$ cat src/hdl/cmr_pkg.sv
package cmr_pkg;

    localparam int unsigned BYTE_W    = 8;
    localparam int unsigned POS_W     = 6;
    localparam int unsigned LEN_W     = 16;
    localparam int unsigned CHAN_W    = 32;
    localparam int unsigned CMD_W     = 7;
    localparam int unsigned SEQ_W     = 8;
    localparam int unsigned KIND_W    = 2;

    // init report marker in the header byte
    localparam int unsigned INIT_FLAG_BIT = 7;

    localparam logic [LEN_W-1:0] MAX_LEN_RESET = 16'd7609;

    localparam logic [KIND_W-1:0] KIND_PAYLOAD = 2'd0;
    localparam logic [KIND_W-1:0] KIND_EMPTY   = 2'd1;
    localparam logic [KIND_W-1:0] KIND_ERROR   = 2'd2;

    localparam logic ERR_LENGTH   = 1'b0;
    localparam logic ERR_SEQUENCE = 1'b1;

    localparam logic [POS_W-1:0] POS_CHAN_FIRST = 6'd0;
    localparam logic [POS_W-1:0] POS_HEADER     = 6'd4;
    localparam logic [POS_W-1:0] POS_LEN_HI     = 6'd5;
    localparam logic [POS_W-1:0] POS_LEN_LO     = 6'd6;

    typedef enum logic [2:0] {
        CLS_CHAN_FIRST,
        CLS_CHAN,
        CLS_HEADER,
        CLS_LEN_HI,
        CLS_LEN_LO,
        CLS_BODY
    } pos_class_t;

    typedef struct packed {
        pos_class_t          cls;
        logic [BYTE_W-1:0]   data;
    } cmr_item_t;

    typedef struct packed {
        logic [KIND_W-1:0]   kind;
        logic [BYTE_W-1:0]   payload_byte;
        logic [LEN_W-1:0]    payload_offset;
        logic                message_done;
        logic [CHAN_W-1:0]   channel_id;
        logic [CMD_W-1:0]    command_code;
        logic [LEN_W-1:0]    message_length;
        logic                error_code;
    } cmr_result_t;

endpackage

$ cat src/hdl/cmr_if.sv
interface cmr_in_if;
    logic       valid;
    logic       ready;
    logic [7:0] report_byte;
    logic [5:0] byte_position;

    modport source (output valid, output report_byte, output byte_position, input ready);
    modport sink   (input valid, input report_byte, input byte_position, output ready);
endinterface

interface cmr_out_if;
    logic        valid;
    logic        ready;
    logic [1:0]  kind;
    logic [7:0]  payload_byte;
    logic [15:0] payload_offset;
    logic        message_done;
    logic [31:0] channel_id;
    logic [6:0]  command_code;
    logic [15:0] message_length;
    logic        error_code;

    modport source (
        output valid, output kind, output payload_byte, output payload_offset,
        output message_done, output channel_id, output command_code,
        output message_length, output error_code, input ready
    );
    modport sink (
        input valid, input kind, input payload_byte, input payload_offset,
        input message_done, input channel_id, input command_code,
        input message_length, input error_code, output ready
    );
endinterface

$ cat src/hdl/cmr_front.sv
module cmr_front
    import cmr_pkg::*;
#(
    parameter int unsigned REPORT_BYTES = 64
) (
    cmr_in_if.sink          in_ch,
    input  logic            q_full,
    output logic            q_push,
    output cmr_item_t       q_item
);

    localparam logic [POS_W:0] REPORT_END = (POS_W+1)'(REPORT_BYTES);

    logic beat;
    logic beyond;

    assign in_ch.ready = !q_full;
    assign beat        = in_ch.valid && !q_full;
    // positions past the report end are consumed and dropped here
    assign beyond      = {1'b0, in_ch.byte_position} >= REPORT_END;
    assign q_push      = beat && !beyond;

    always_comb
    begin
        q_item.data = in_ch.report_byte;
        unique case (in_ch.byte_position)
            POS_CHAN_FIRST: q_item.cls = CLS_CHAN_FIRST;
            6'd1, 6'd2, 6'd3: q_item.cls = CLS_CHAN;
            POS_HEADER:     q_item.cls = CLS_HEADER;
            POS_LEN_HI:     q_item.cls = CLS_LEN_HI;
            POS_LEN_LO:     q_item.cls = CLS_LEN_LO;
            default:        q_item.cls = CLS_BODY;
        endcase
    end

endmodule

$ cat src/hdl/cmr_queue.sv
module cmr_queue
    import cmr_pkg::*;
(
    input  logic        clk,
    input  logic        rst_n,
    input  logic        push,
    input  cmr_item_t   push_item,
    input  logic        pop,
    output logic        full,
    output logic        head_valid,
    output cmr_item_t   head_item
);

    cmr_item_t  mem [2];
    logic       wr_ptr_reg;
    logic       rd_ptr_reg;
    logic [1:0] count_reg;

    assign full       = count_reg == 2'd2;
    assign head_valid = count_reg != 2'd0;
    assign head_item  = mem[rd_ptr_reg];

    always_ff @(posedge clk)
    begin
        if (push)
        begin
            mem[wr_ptr_reg] <= push_item;
        end
    end

    always_ff @(posedge clk or negedge rst_n)
    begin
        if (!rst_n)
        begin
            wr_ptr_reg <= 1'b0;
            rd_ptr_reg <= 1'b0;
            count_reg  <= 2'd0;
        end
        else
        begin
            if (push)
            begin
                wr_ptr_reg <= !wr_ptr_reg;
            end
            if (pop)
            begin
                rd_ptr_reg <= !rd_ptr_reg;
            end
            if (push && !pop)
            begin
                count_reg <= count_reg + 2'd1;
            end
            else if (pop && !push)
            begin
                count_reg <= count_reg - 2'd1;
            end
        end
    end

endmodule

$ cat src/hdl/cmr_back.sv
module cmr_back
    import cmr_pkg::*;
(
    input  logic              clk,
    input  logic              rst_n,
    input  logic              cfg_write_en,
    input  logic [LEN_W-1:0]  cfg_write_data,
    input  logic              head_valid,
    input  cmr_item_t         head_item,
    output logic              pop,
    cmr_out_if.source         out_ch
);

    typedef enum logic [1:0] {
        MODE_HEADER,
        MODE_LENGTH,
        MODE_PAYLOAD,
        MODE_IGNORE
    } mode_t;

    logic [LEN_W-1:0]  max_len_reg;
    logic [CHAN_W-1:0] chan_stage_reg,  chan_stage_next;
    logic [CHAN_W-1:0] msg_chan_reg,    msg_chan_next;
    logic [CMD_W-1:0]  msg_cmd_reg,     msg_cmd_next;
    logic [LEN_W-1:0]  exp_len_reg,     exp_len_next;
    logic [LEN_W-1:0]  rcv_cnt_reg,     rcv_cnt_next;
    logic [SEQ_W-1:0]  next_seq_reg,    next_seq_next;
    logic              active_reg,      active_next;
    mode_t             mode_reg,        mode_next;
    logic [BYTE_W-1:0] len_hi_reg,      len_hi_next;
    cmr_result_t       out_reg,         out_next;
    logic              out_valid_reg;
    logic              emit;

    logic [LEN_W-1:0]  new_len;
    logic [LEN_W-1:0]  rcv_inc;
    logic [BYTE_W-1:0] b;

    assign pop     = head_valid && (!out_valid_reg || out_ch.ready);
    assign b       = head_item.data;
    assign new_len = {len_hi_reg, b};
    assign rcv_inc = rcv_cnt_reg + LEN_W'(1);

    always_comb
    begin
        chan_stage_next = chan_stage_reg;
        msg_chan_next   = msg_chan_reg;
        msg_cmd_next    = msg_cmd_reg;
        exp_len_next    = exp_len_reg;
        rcv_cnt_next    = rcv_cnt_reg;
        next_seq_next   = next_seq_reg;
        active_next     = active_reg;
        mode_next       = mode_reg;
        len_hi_next     = len_hi_reg;
        out_next        = '0;
        emit            = 1'b0;

        if (pop)
        begin
            unique case (head_item.cls)
                CLS_CHAN_FIRST:
                begin
                    chan_stage_next = {{(CHAN_W-BYTE_W){1'b0}}, b};
                    mode_next       = MODE_HEADER;
                end
                CLS_CHAN:
                begin
                    chan_stage_next = {chan_stage_reg[CHAN_W-BYTE_W-1:0], b};
                end
                CLS_HEADER:
                begin
                    if (b[INIT_FLAG_BIT])
                    begin
                        active_next   = 1'b0;
                        msg_chan_next = chan_stage_reg;
                        msg_cmd_next  = b[CMD_W-1:0];
                        mode_next     = MODE_LENGTH;
                    end
                    else if (!active_reg || chan_stage_reg != msg_chan_reg
                             || b != next_seq_reg)
                    begin
                        active_next         = 1'b0;
                        mode_next           = MODE_IGNORE;
                        emit                = 1'b1;
                        out_next.kind       = KIND_ERROR;
                        out_next.channel_id = chan_stage_reg;
                        out_next.error_code = ERR_SEQUENCE;
                    end
                    else
                    begin
                        next_seq_next = next_seq_reg + SEQ_W'(1);
                        mode_next     = MODE_PAYLOAD;
                    end
                end
                default:
                begin
                    if (mode_reg == MODE_LENGTH)
                    begin
                        if (head_item.cls == CLS_LEN_HI)
                        begin
                            len_hi_next = b;
                        end
                        else if (head_item.cls == CLS_LEN_LO)
                        begin
                            exp_len_next = new_len;
                            if (new_len > max_len_reg)
                            begin
                                active_next             = 1'b0;
                                mode_next               = MODE_IGNORE;
                                emit                    = 1'b1;
                                out_next.kind           = KIND_ERROR;
                                out_next.channel_id     = msg_chan_reg;
                                out_next.message_length = new_len;
                                out_next.error_code     = ERR_LENGTH;
                            end
                            else
                            begin
                                rcv_cnt_next  = '0;
                                next_seq_next = '0;
                                if (new_len == '0)
                                begin
                                    active_next           = 1'b0;
                                    mode_next             = MODE_IGNORE;
                                    emit                  = 1'b1;
                                    out_next.kind         = KIND_EMPTY;
                                    out_next.message_done = 1'b1;
                                    out_next.channel_id   = msg_chan_reg;
                                    out_next.command_code = msg_cmd_reg;
                                end
                                else
                                begin
                                    active_next = 1'b1;
                                    mode_next   = MODE_PAYLOAD;
                                end
                            end
                        end
                    end
                    else if (mode_reg == MODE_PAYLOAD)
                    begin
                        if (rcv_cnt_reg >= exp_len_reg)
                        begin
                            mode_next = MODE_IGNORE;
                        end
                        else
                        begin
                            rcv_cnt_next            = rcv_inc;
                            emit                    = 1'b1;
                            out_next.kind           = KIND_PAYLOAD;
                            out_next.payload_byte   = b;
                            out_next.payload_offset = rcv_cnt_reg;
                            if (rcv_inc == exp_len_reg)
                            begin
                                active_next             = 1'b0;
                                mode_next               = MODE_IGNORE;
                                out_next.message_done   = 1'b1;
                                out_next.channel_id     = msg_chan_reg;
                                out_next.command_code   = msg_cmd_reg;
                                out_next.message_length = exp_len_reg;
                            end
                        end
                    end
                end
            endcase
        end
    end

    always_ff @(posedge clk or negedge rst_n)
    begin
        if (!rst_n)
        begin
            max_len_reg    <= MAX_LEN_RESET;
            chan_stage_reg <= '0;
            msg_chan_reg   <= '0;
            msg_cmd_reg    <= '0;
            exp_len_reg    <= '0;
            rcv_cnt_reg    <= '0;
            next_seq_reg   <= '0;
            active_reg     <= 1'b0;
            mode_reg       <= MODE_HEADER;
            len_hi_reg     <= '0;
            out_reg        <= '0;
            out_valid_reg  <= 1'b0;
        end
        else
        begin
            if (cfg_write_en)
            begin
                max_len_reg <= cfg_write_data;
            end
            chan_stage_reg <= chan_stage_next;
            msg_chan_reg   <= msg_chan_next;
            msg_cmd_reg    <= msg_cmd_next;
            exp_len_reg    <= exp_len_next;
            rcv_cnt_reg    <= rcv_cnt_next;
            next_seq_reg   <= next_seq_next;
            active_reg     <= active_next;
            mode_reg       <= mode_next;
            len_hi_reg     <= len_hi_next;
            if (emit)
            begin
                out_reg       <= out_next;
                out_valid_reg <= 1'b1;
            end
            else if (out_ch.ready)
            begin
                out_valid_reg <= 1'b0;
            end
        end
    end

    assign out_ch.valid          = out_valid_reg;
    assign out_ch.kind           = out_reg.kind;
    assign out_ch.payload_byte   = out_reg.payload_byte;
    assign out_ch.payload_offset = out_reg.payload_offset;
    assign out_ch.message_done   = out_reg.message_done;
    assign out_ch.channel_id     = out_reg.channel_id;
    assign out_ch.command_code   = out_reg.command_code;
    assign out_ch.message_length = out_reg.message_length;
    assign out_ch.error_code     = out_reg.error_code;

endmodule

$ cat src/hdl/ctaphid_message_reassembler.sv
// path: an accepted beat is written into the queue, and its result into the result register
// throughput: one report byte per cycle while the result sink is ready, set by the back end update
// a two-entry queue parts classification from message state, and a result register
// parts the back end from the result sink
// reset: asynchronous active-low rst_n clears all message state, max length to 7609
module ctaphid_message_reassembler
    import cmr_pkg::*;
#(
    parameter int unsigned REPORT_BYTES = 64
) (
    input  logic              clk,
    input  logic              rst_n,
    cmr_in_if.sink            in_ch,
    cmr_out_if.source         out_ch,
    input  logic              cfg_write_en,
    input  logic [LEN_W-1:0]  cfg_write_data
);

    // front to queue
    logic      q_push;
    cmr_item_t q_item;
    logic      q_full;

    // queue to back end
    logic      head_valid;
    cmr_item_t head_item;
    logic      q_pop;

    // front end: takes every beat, drops bytes past the report end and tags the
    // rest by position class
    cmr_front #(
        .REPORT_BYTES (REPORT_BYTES)
    ) u_front (
        .in_ch  (in_ch),
        .q_full (q_full),
        .q_push (q_push),
        .q_item (q_item)
    );

    // short queue takes up to two input bytes while the result sink stalls, then holds the input off
    cmr_queue u_queue (
        .clk        (clk),
        .rst_n      (rst_n),
        .push       (q_push),
        .push_item  (q_item),
        .pop        (q_pop),
        .full       (q_full),
        .head_valid (head_valid),
        .head_item  (head_item)
    );

    // back end: header decode, length check, sequence check, payload offsets
    cmr_back u_back (
        .clk            (clk),
        .rst_n          (rst_n),
        .cfg_write_en   (cfg_write_en),
        .cfg_write_data (cfg_write_data),
        .head_valid     (head_valid),
        .head_item      (head_item),
        .pop            (q_pop),
        .out_ch         (out_ch)
    );

endmodule

$ cat src/flat_wrapper.sv
// flat-port wrapper written by rule: the top's interface ports become plain ports
module ctaphid_message_reassembler_flat import cmr_pkg::*;
#(
    parameter int unsigned REPORT_BYTES = 64
)
  (clk, rst_n, cfg_write_en, cfg_write_data, in_ch_valid, in_ch_report_byte, in_ch_byte_position, in_ch_ready, out_ch_valid, out_ch_kind, out_ch_payload_byte, out_ch_payload_offset, out_ch_message_done, out_ch_channel_id, out_ch_command_code, out_ch_message_length, out_ch_error_code, out_ch_ready);
  cmr_in_if in_ch_i ();
  cmr_out_if out_ch_i ();
  input  logic clk;
  input  logic rst_n;
  input  logic cfg_write_en;
  input  logic [LEN_W-1:0] cfg_write_data;
  input wire logic [$bits(in_ch_i.valid)-1:0] in_ch_valid;
  input wire logic [$bits(in_ch_i.report_byte)-1:0] in_ch_report_byte;
  input wire logic [$bits(in_ch_i.byte_position)-1:0] in_ch_byte_position;
  output wire logic [$bits(in_ch_i.ready)-1:0] in_ch_ready;
  output wire logic [$bits(out_ch_i.valid)-1:0] out_ch_valid;
  output wire logic [$bits(out_ch_i.kind)-1:0] out_ch_kind;
  output wire logic [$bits(out_ch_i.payload_byte)-1:0] out_ch_payload_byte;
  output wire logic [$bits(out_ch_i.payload_offset)-1:0] out_ch_payload_offset;
  output wire logic [$bits(out_ch_i.message_done)-1:0] out_ch_message_done;
  output wire logic [$bits(out_ch_i.channel_id)-1:0] out_ch_channel_id;
  output wire logic [$bits(out_ch_i.command_code)-1:0] out_ch_command_code;
  output wire logic [$bits(out_ch_i.message_length)-1:0] out_ch_message_length;
  output wire logic [$bits(out_ch_i.error_code)-1:0] out_ch_error_code;
  input wire logic [$bits(out_ch_i.ready)-1:0] out_ch_ready;
  assign in_ch_i.valid = in_ch_valid;
  assign in_ch_i.report_byte = in_ch_report_byte;
  assign in_ch_i.byte_position = in_ch_byte_position;
  assign in_ch_ready = in_ch_i.ready;
  assign out_ch_valid = out_ch_i.valid;
  assign out_ch_kind = out_ch_i.kind;
  assign out_ch_payload_byte = out_ch_i.payload_byte;
  assign out_ch_payload_offset = out_ch_i.payload_offset;
  assign out_ch_message_done = out_ch_i.message_done;
  assign out_ch_channel_id = out_ch_i.channel_id;
  assign out_ch_command_code = out_ch_i.command_code;
  assign out_ch_message_length = out_ch_i.message_length;
  assign out_ch_error_code = out_ch_i.error_code;
  assign out_ch_i.ready = out_ch_ready;
  ctaphid_message_reassembler #(.REPORT_BYTES(REPORT_BYTES)) u_core (.clk(clk), .rst_n(rst_n), .in_ch(in_ch_i), .out_ch(out_ch_i), .cfg_write_en(cfg_write_en), .cfg_write_data(cfg_write_data));
endmodule
$ cat config.mk
export PLATFORM = sky130hd
export DESIGN_NAME = ctaphid_message_reassembler_flat
export DESIGN_NICKNAME = d
export VERILOG_FILES = /design/src/hdl/cmr_pkg.sv /design/src/hdl/cmr_if.sv /design/src/hdl/cmr_front.sv /design/src/hdl/cmr_queue.sv /design/src/hdl/cmr_back.sv /design/src/hdl/ctaphid_message_reassembler.sv /design/src/flat_wrapper.sv
export SDC_FILE = /design/constraint.sdc
export NUM_CORES = 1
export LEC_CHECK = 0
export BUFFER_PORTS_ARGS = -buffer_cell sky130_fd_sc_hd__buf_2
export CAP_MARGIN = 20
export CORE_MARGIN = 2
export CORE_UTILIZATION = 59
export CTS_CLUSTER_DIAMETER = 120
export CTS_CLUSTER_SIZE = 12
export DETAILED_ROUTE_END_ITERATION = 12
export PLACE_DENSITY_LB_ADDON = 0.1
export SLEW_MARGIN = 20
export SYNTH_ARGS = -nofsm -noshare
export SYNTH_HDL_FRONTEND = slang
export SYNTH_SLANG_ARGS = --single-unit
$ cat constraint.sdc
create_clock -name clk -period 4.3 [get_ports clk]
set_input_delay 0.43 -clock clk [delete_from_list [all_inputs] [get_ports clk]]
set_output_delay 0.43 -clock clk [all_outputs]
set_load 0.01 [all_outputs]
==> qor.yml <==
run_status:
  run_status: "completed"
drt:
  route.detailed.drc: 0
  wl_per_cell_um: 20.7
  firstDrtPassIters: 5
  num_vias: 9294
  vias_per_cell: 6.15
  drt-initial-drc-count: 726
  routed_wl_um: 31300
  antenna_left: 0
placement:
  globalplace.congestion: 0.887
  dp_hpwl_um: 21900
  place_area_um2: 12800
  io_buffers: 119
yosys:
  synthCells: 1123
  synth-simple-area-share: 0.148
  synth_xor_area_frac: 0.0446
  yosys_warnings: 0
  synth.distinct_cells: 66
  yosys.area.top_type: "dfrtp_1"
  ys_seq_elements: 248
  syn-num-nets: 1195
  async_reset_ff_frac: 0.911
  synth.area.mux_share: 0.0438
  synth-edff-count: 22
  synth_top_family_by_area: "compound AO/OA/AOI/OAI gates"
  syn-cell-area_um2: 12000
  synthAdderAreaFrac: 0.0395
  synth_top_area_frac: 0.454
  synth_compound_area_frac: 0.155
  synth.most_common_cell: "dfrtp_1"
  synth_seq_area_share: 0.528
  avgSynthCellArea_um2: 10.7
  synth_common_cells: "dfrtp_1, nand2_1, o21ai_0, nor2_1, inv_1"
  synth_area_leaders: "dfrtp_1, edfxtp_1, nand2_1"
  ys.flop_type: "dfrtp_1"
critical_path:
  cp-start-kind: "flop"
  critPathArrivalTime_ps: 4400
  worstSetupEndpointType: "flop"
  crit_chain: "buf_4 > mux2i_2 > inv_1 > ha_1 > nor2b_1 > o211ai_1 > a21boi_0 > o31ai_1 > nand3_1 > a211o_1 > and2_1 > a311o_1"
  path_class: "reg2reg"
  required_ps: 4710
  cp_max_fo: 24
  crit_path_top_delay_cell: "a211o_1"
  critPathMaxStageDelay_ps: 650
pwr:
  power_leakage_nw: 6.53
  finalPower_mw: 10.1
  powerDensity_nw_per_um2: 746
  peakVddDrop_uv: 488
timing:
  finalCritPeriodShare: 0.930
  fin_hold_ws_ps: 22.1
  finClkSkew_ps: 12.0
  slew_viol_final: 0
  finalSetupTns_ps: 0
  hold_viol_final: 0
  worst_pin_slew_ps: 1040
  max_freq_mhz: 250
  setup_viol: 0
  rsz0062_at_grt: "no"
  period_needed_ps: 4000
  max-slew-margin-rel: 0.305
final_layout:
  final_area_um2: 13500
  syn2layout_area_growth_pct: 13.1
  finalNetCount: 1299
  fill_cells: 1534
  num_antenna_cells: 0
  post-route-util: 0.674
  seq_area_um2: 6330
  multi_input_area_um2: 5170
  layout-drive-gt1-share: 0.184
floorplanning:
  pin_count: 120
  die_w_um: 146
  core_area_um2: 20100
  initial_core_util: 0.596
  die_h_um: 146
  row_count: 52
  die_area_um2: 21400
clocking:
  cts_hold_buffers: 0
  cts_resized: 0
  h-tree-depth: 1
  cts_sinks: 248
  clk_pin_slew_worst_paths_ps: 60
  cts_setup_buffers: 0
  cts_tree: "yes"
  clockBufferDepth: 3
  clk_latency_ps: 530
  cts_inserted_buffers: 24
  cts_root_buf: "clkbuf_16"
global_route:
  grt_max_degree: 132
  grt_pass1_wl_um: 50400
  grt_overflow: 0
  grt_pass1_vias: 8801
  antenna_found_initial: 0
  track_usage: 0.296
worst_hold_path:
  min-delay-path-class: "in2async"
flow_run:
  cap_violations: 0
## area by class of cell
cell class                 instances  share of cell area
sequential                       248               0.467
inverter                          53              0.0147
tap                              270              0.0249
clock buffer                      38              0.0482
clock inverter                     2             0.00342
multi-input combinational        757               0.382
timing repair buffer             143              0.0599
## through the flow
step                      worst slack (ps)  std cells
final                                  303       1511
after global routing                  45.0       1511
after CTS                              347       1511
after detailed placement               412       1471
after global placement                 455       1471
after floorplan                        913       1123
## routing by layer
metal	global-route usage	wire [um]
met1	0.460	14900
met5	0	0
met3	0.0450	1870
met2	0.445	13900
met4	0.0655	641
## logic make-up after synthesis
group	after synthesis
AND/OR/NAND/NOR	358
buffers and inverters	118
AO/OA/AOI/OAI	253
adder cells (fa/ha/maj)	38
flip-flops	248
XOR/XNOR	61
multiplexers	47
## final timing paths
path	start	slack [ps]	cells after the start	to
max	u_core.u_queue.rd_ptr_reg$_DFFE_PN0P_	300	12	u_core.u_back.rcv_cnt_reg[14]$_DFFE_PN0P_
max reg2reg	u_core.u_queue.rd_ptr_reg$_DFFE_PN0P_	300	12	u_core.u_back.rcv_cnt_reg[14]$_DFFE_PN0P_
min	rst_n	20	1	u_core.u_back.max_len_reg[6]$_DFFE_PN0P_
min reg2reg	u_core.u_back.out_ch.kind[1]$_DFFE_PN0P_	470	2	u_core.u_back.out_ch.kind[1]$_DFFE_PN0P_
max in group asynchronous	rst_n	3270	2	u_core.u_back.max_len_reg[11]$_DFFE_PN1P_
min in group clk	in_ch_report_byte[1]	90	1	u_core.u_queue.mem[1][1]$_DFFE_PP_
## cell usage in the layout (no fill, tap or decap), types with 5 or more instances in the layout
master	Yosys	routed
dfstp_2	9	9
buf_4	0	22
a22o_1	35	35
xor2_1	15	15
and4_1	6	6
nand4_1	19	19
a221o_1	42	42
mux2i_1	8	8
xnor2_1	46	46
nand3_1	39	39
and2_1	6	6
inv_1	53	53
ha_1	37	37
nand2_1	131	131
o21ai_0	65	64
nor2_1	55	54
buf_2	14	118
a211oi_1	8	8
nor2b_1	5	5
and3_1	40	40
mux2_2	37	37
dfrtp_1	217	217
a21oi_1	39	39
nor3_1	15	14
nand2b_1	5	5
edfxtp_1	22	22
clkbuf_1	44	14
or3_1	11	11
nor4_1	15	15
o31ai_1	7	7
a21o_1	7	7
o211ai_1	5	5
clkbuf_16	0	24
## where the power goes
part	switching [mW]	internal, mW	total, mW
logic	2.35	1.69	4.05
registers	0.927	3.18	4.11
clock network	0.855	1.10	1.95
total	4.13	5.97	10.1
## critical path: cells and delay by family, from the launching register on
kind / cells / cell delay [ps]
compound gates: 5 / 1700
fa+ha+maj: 1 / 290
buf+inv: 2 / 380
flops: 1 / 560
mux: 1 / 290
simple gates: 3 / 640
Note: power is estimated with default switching activity, not from simulation.
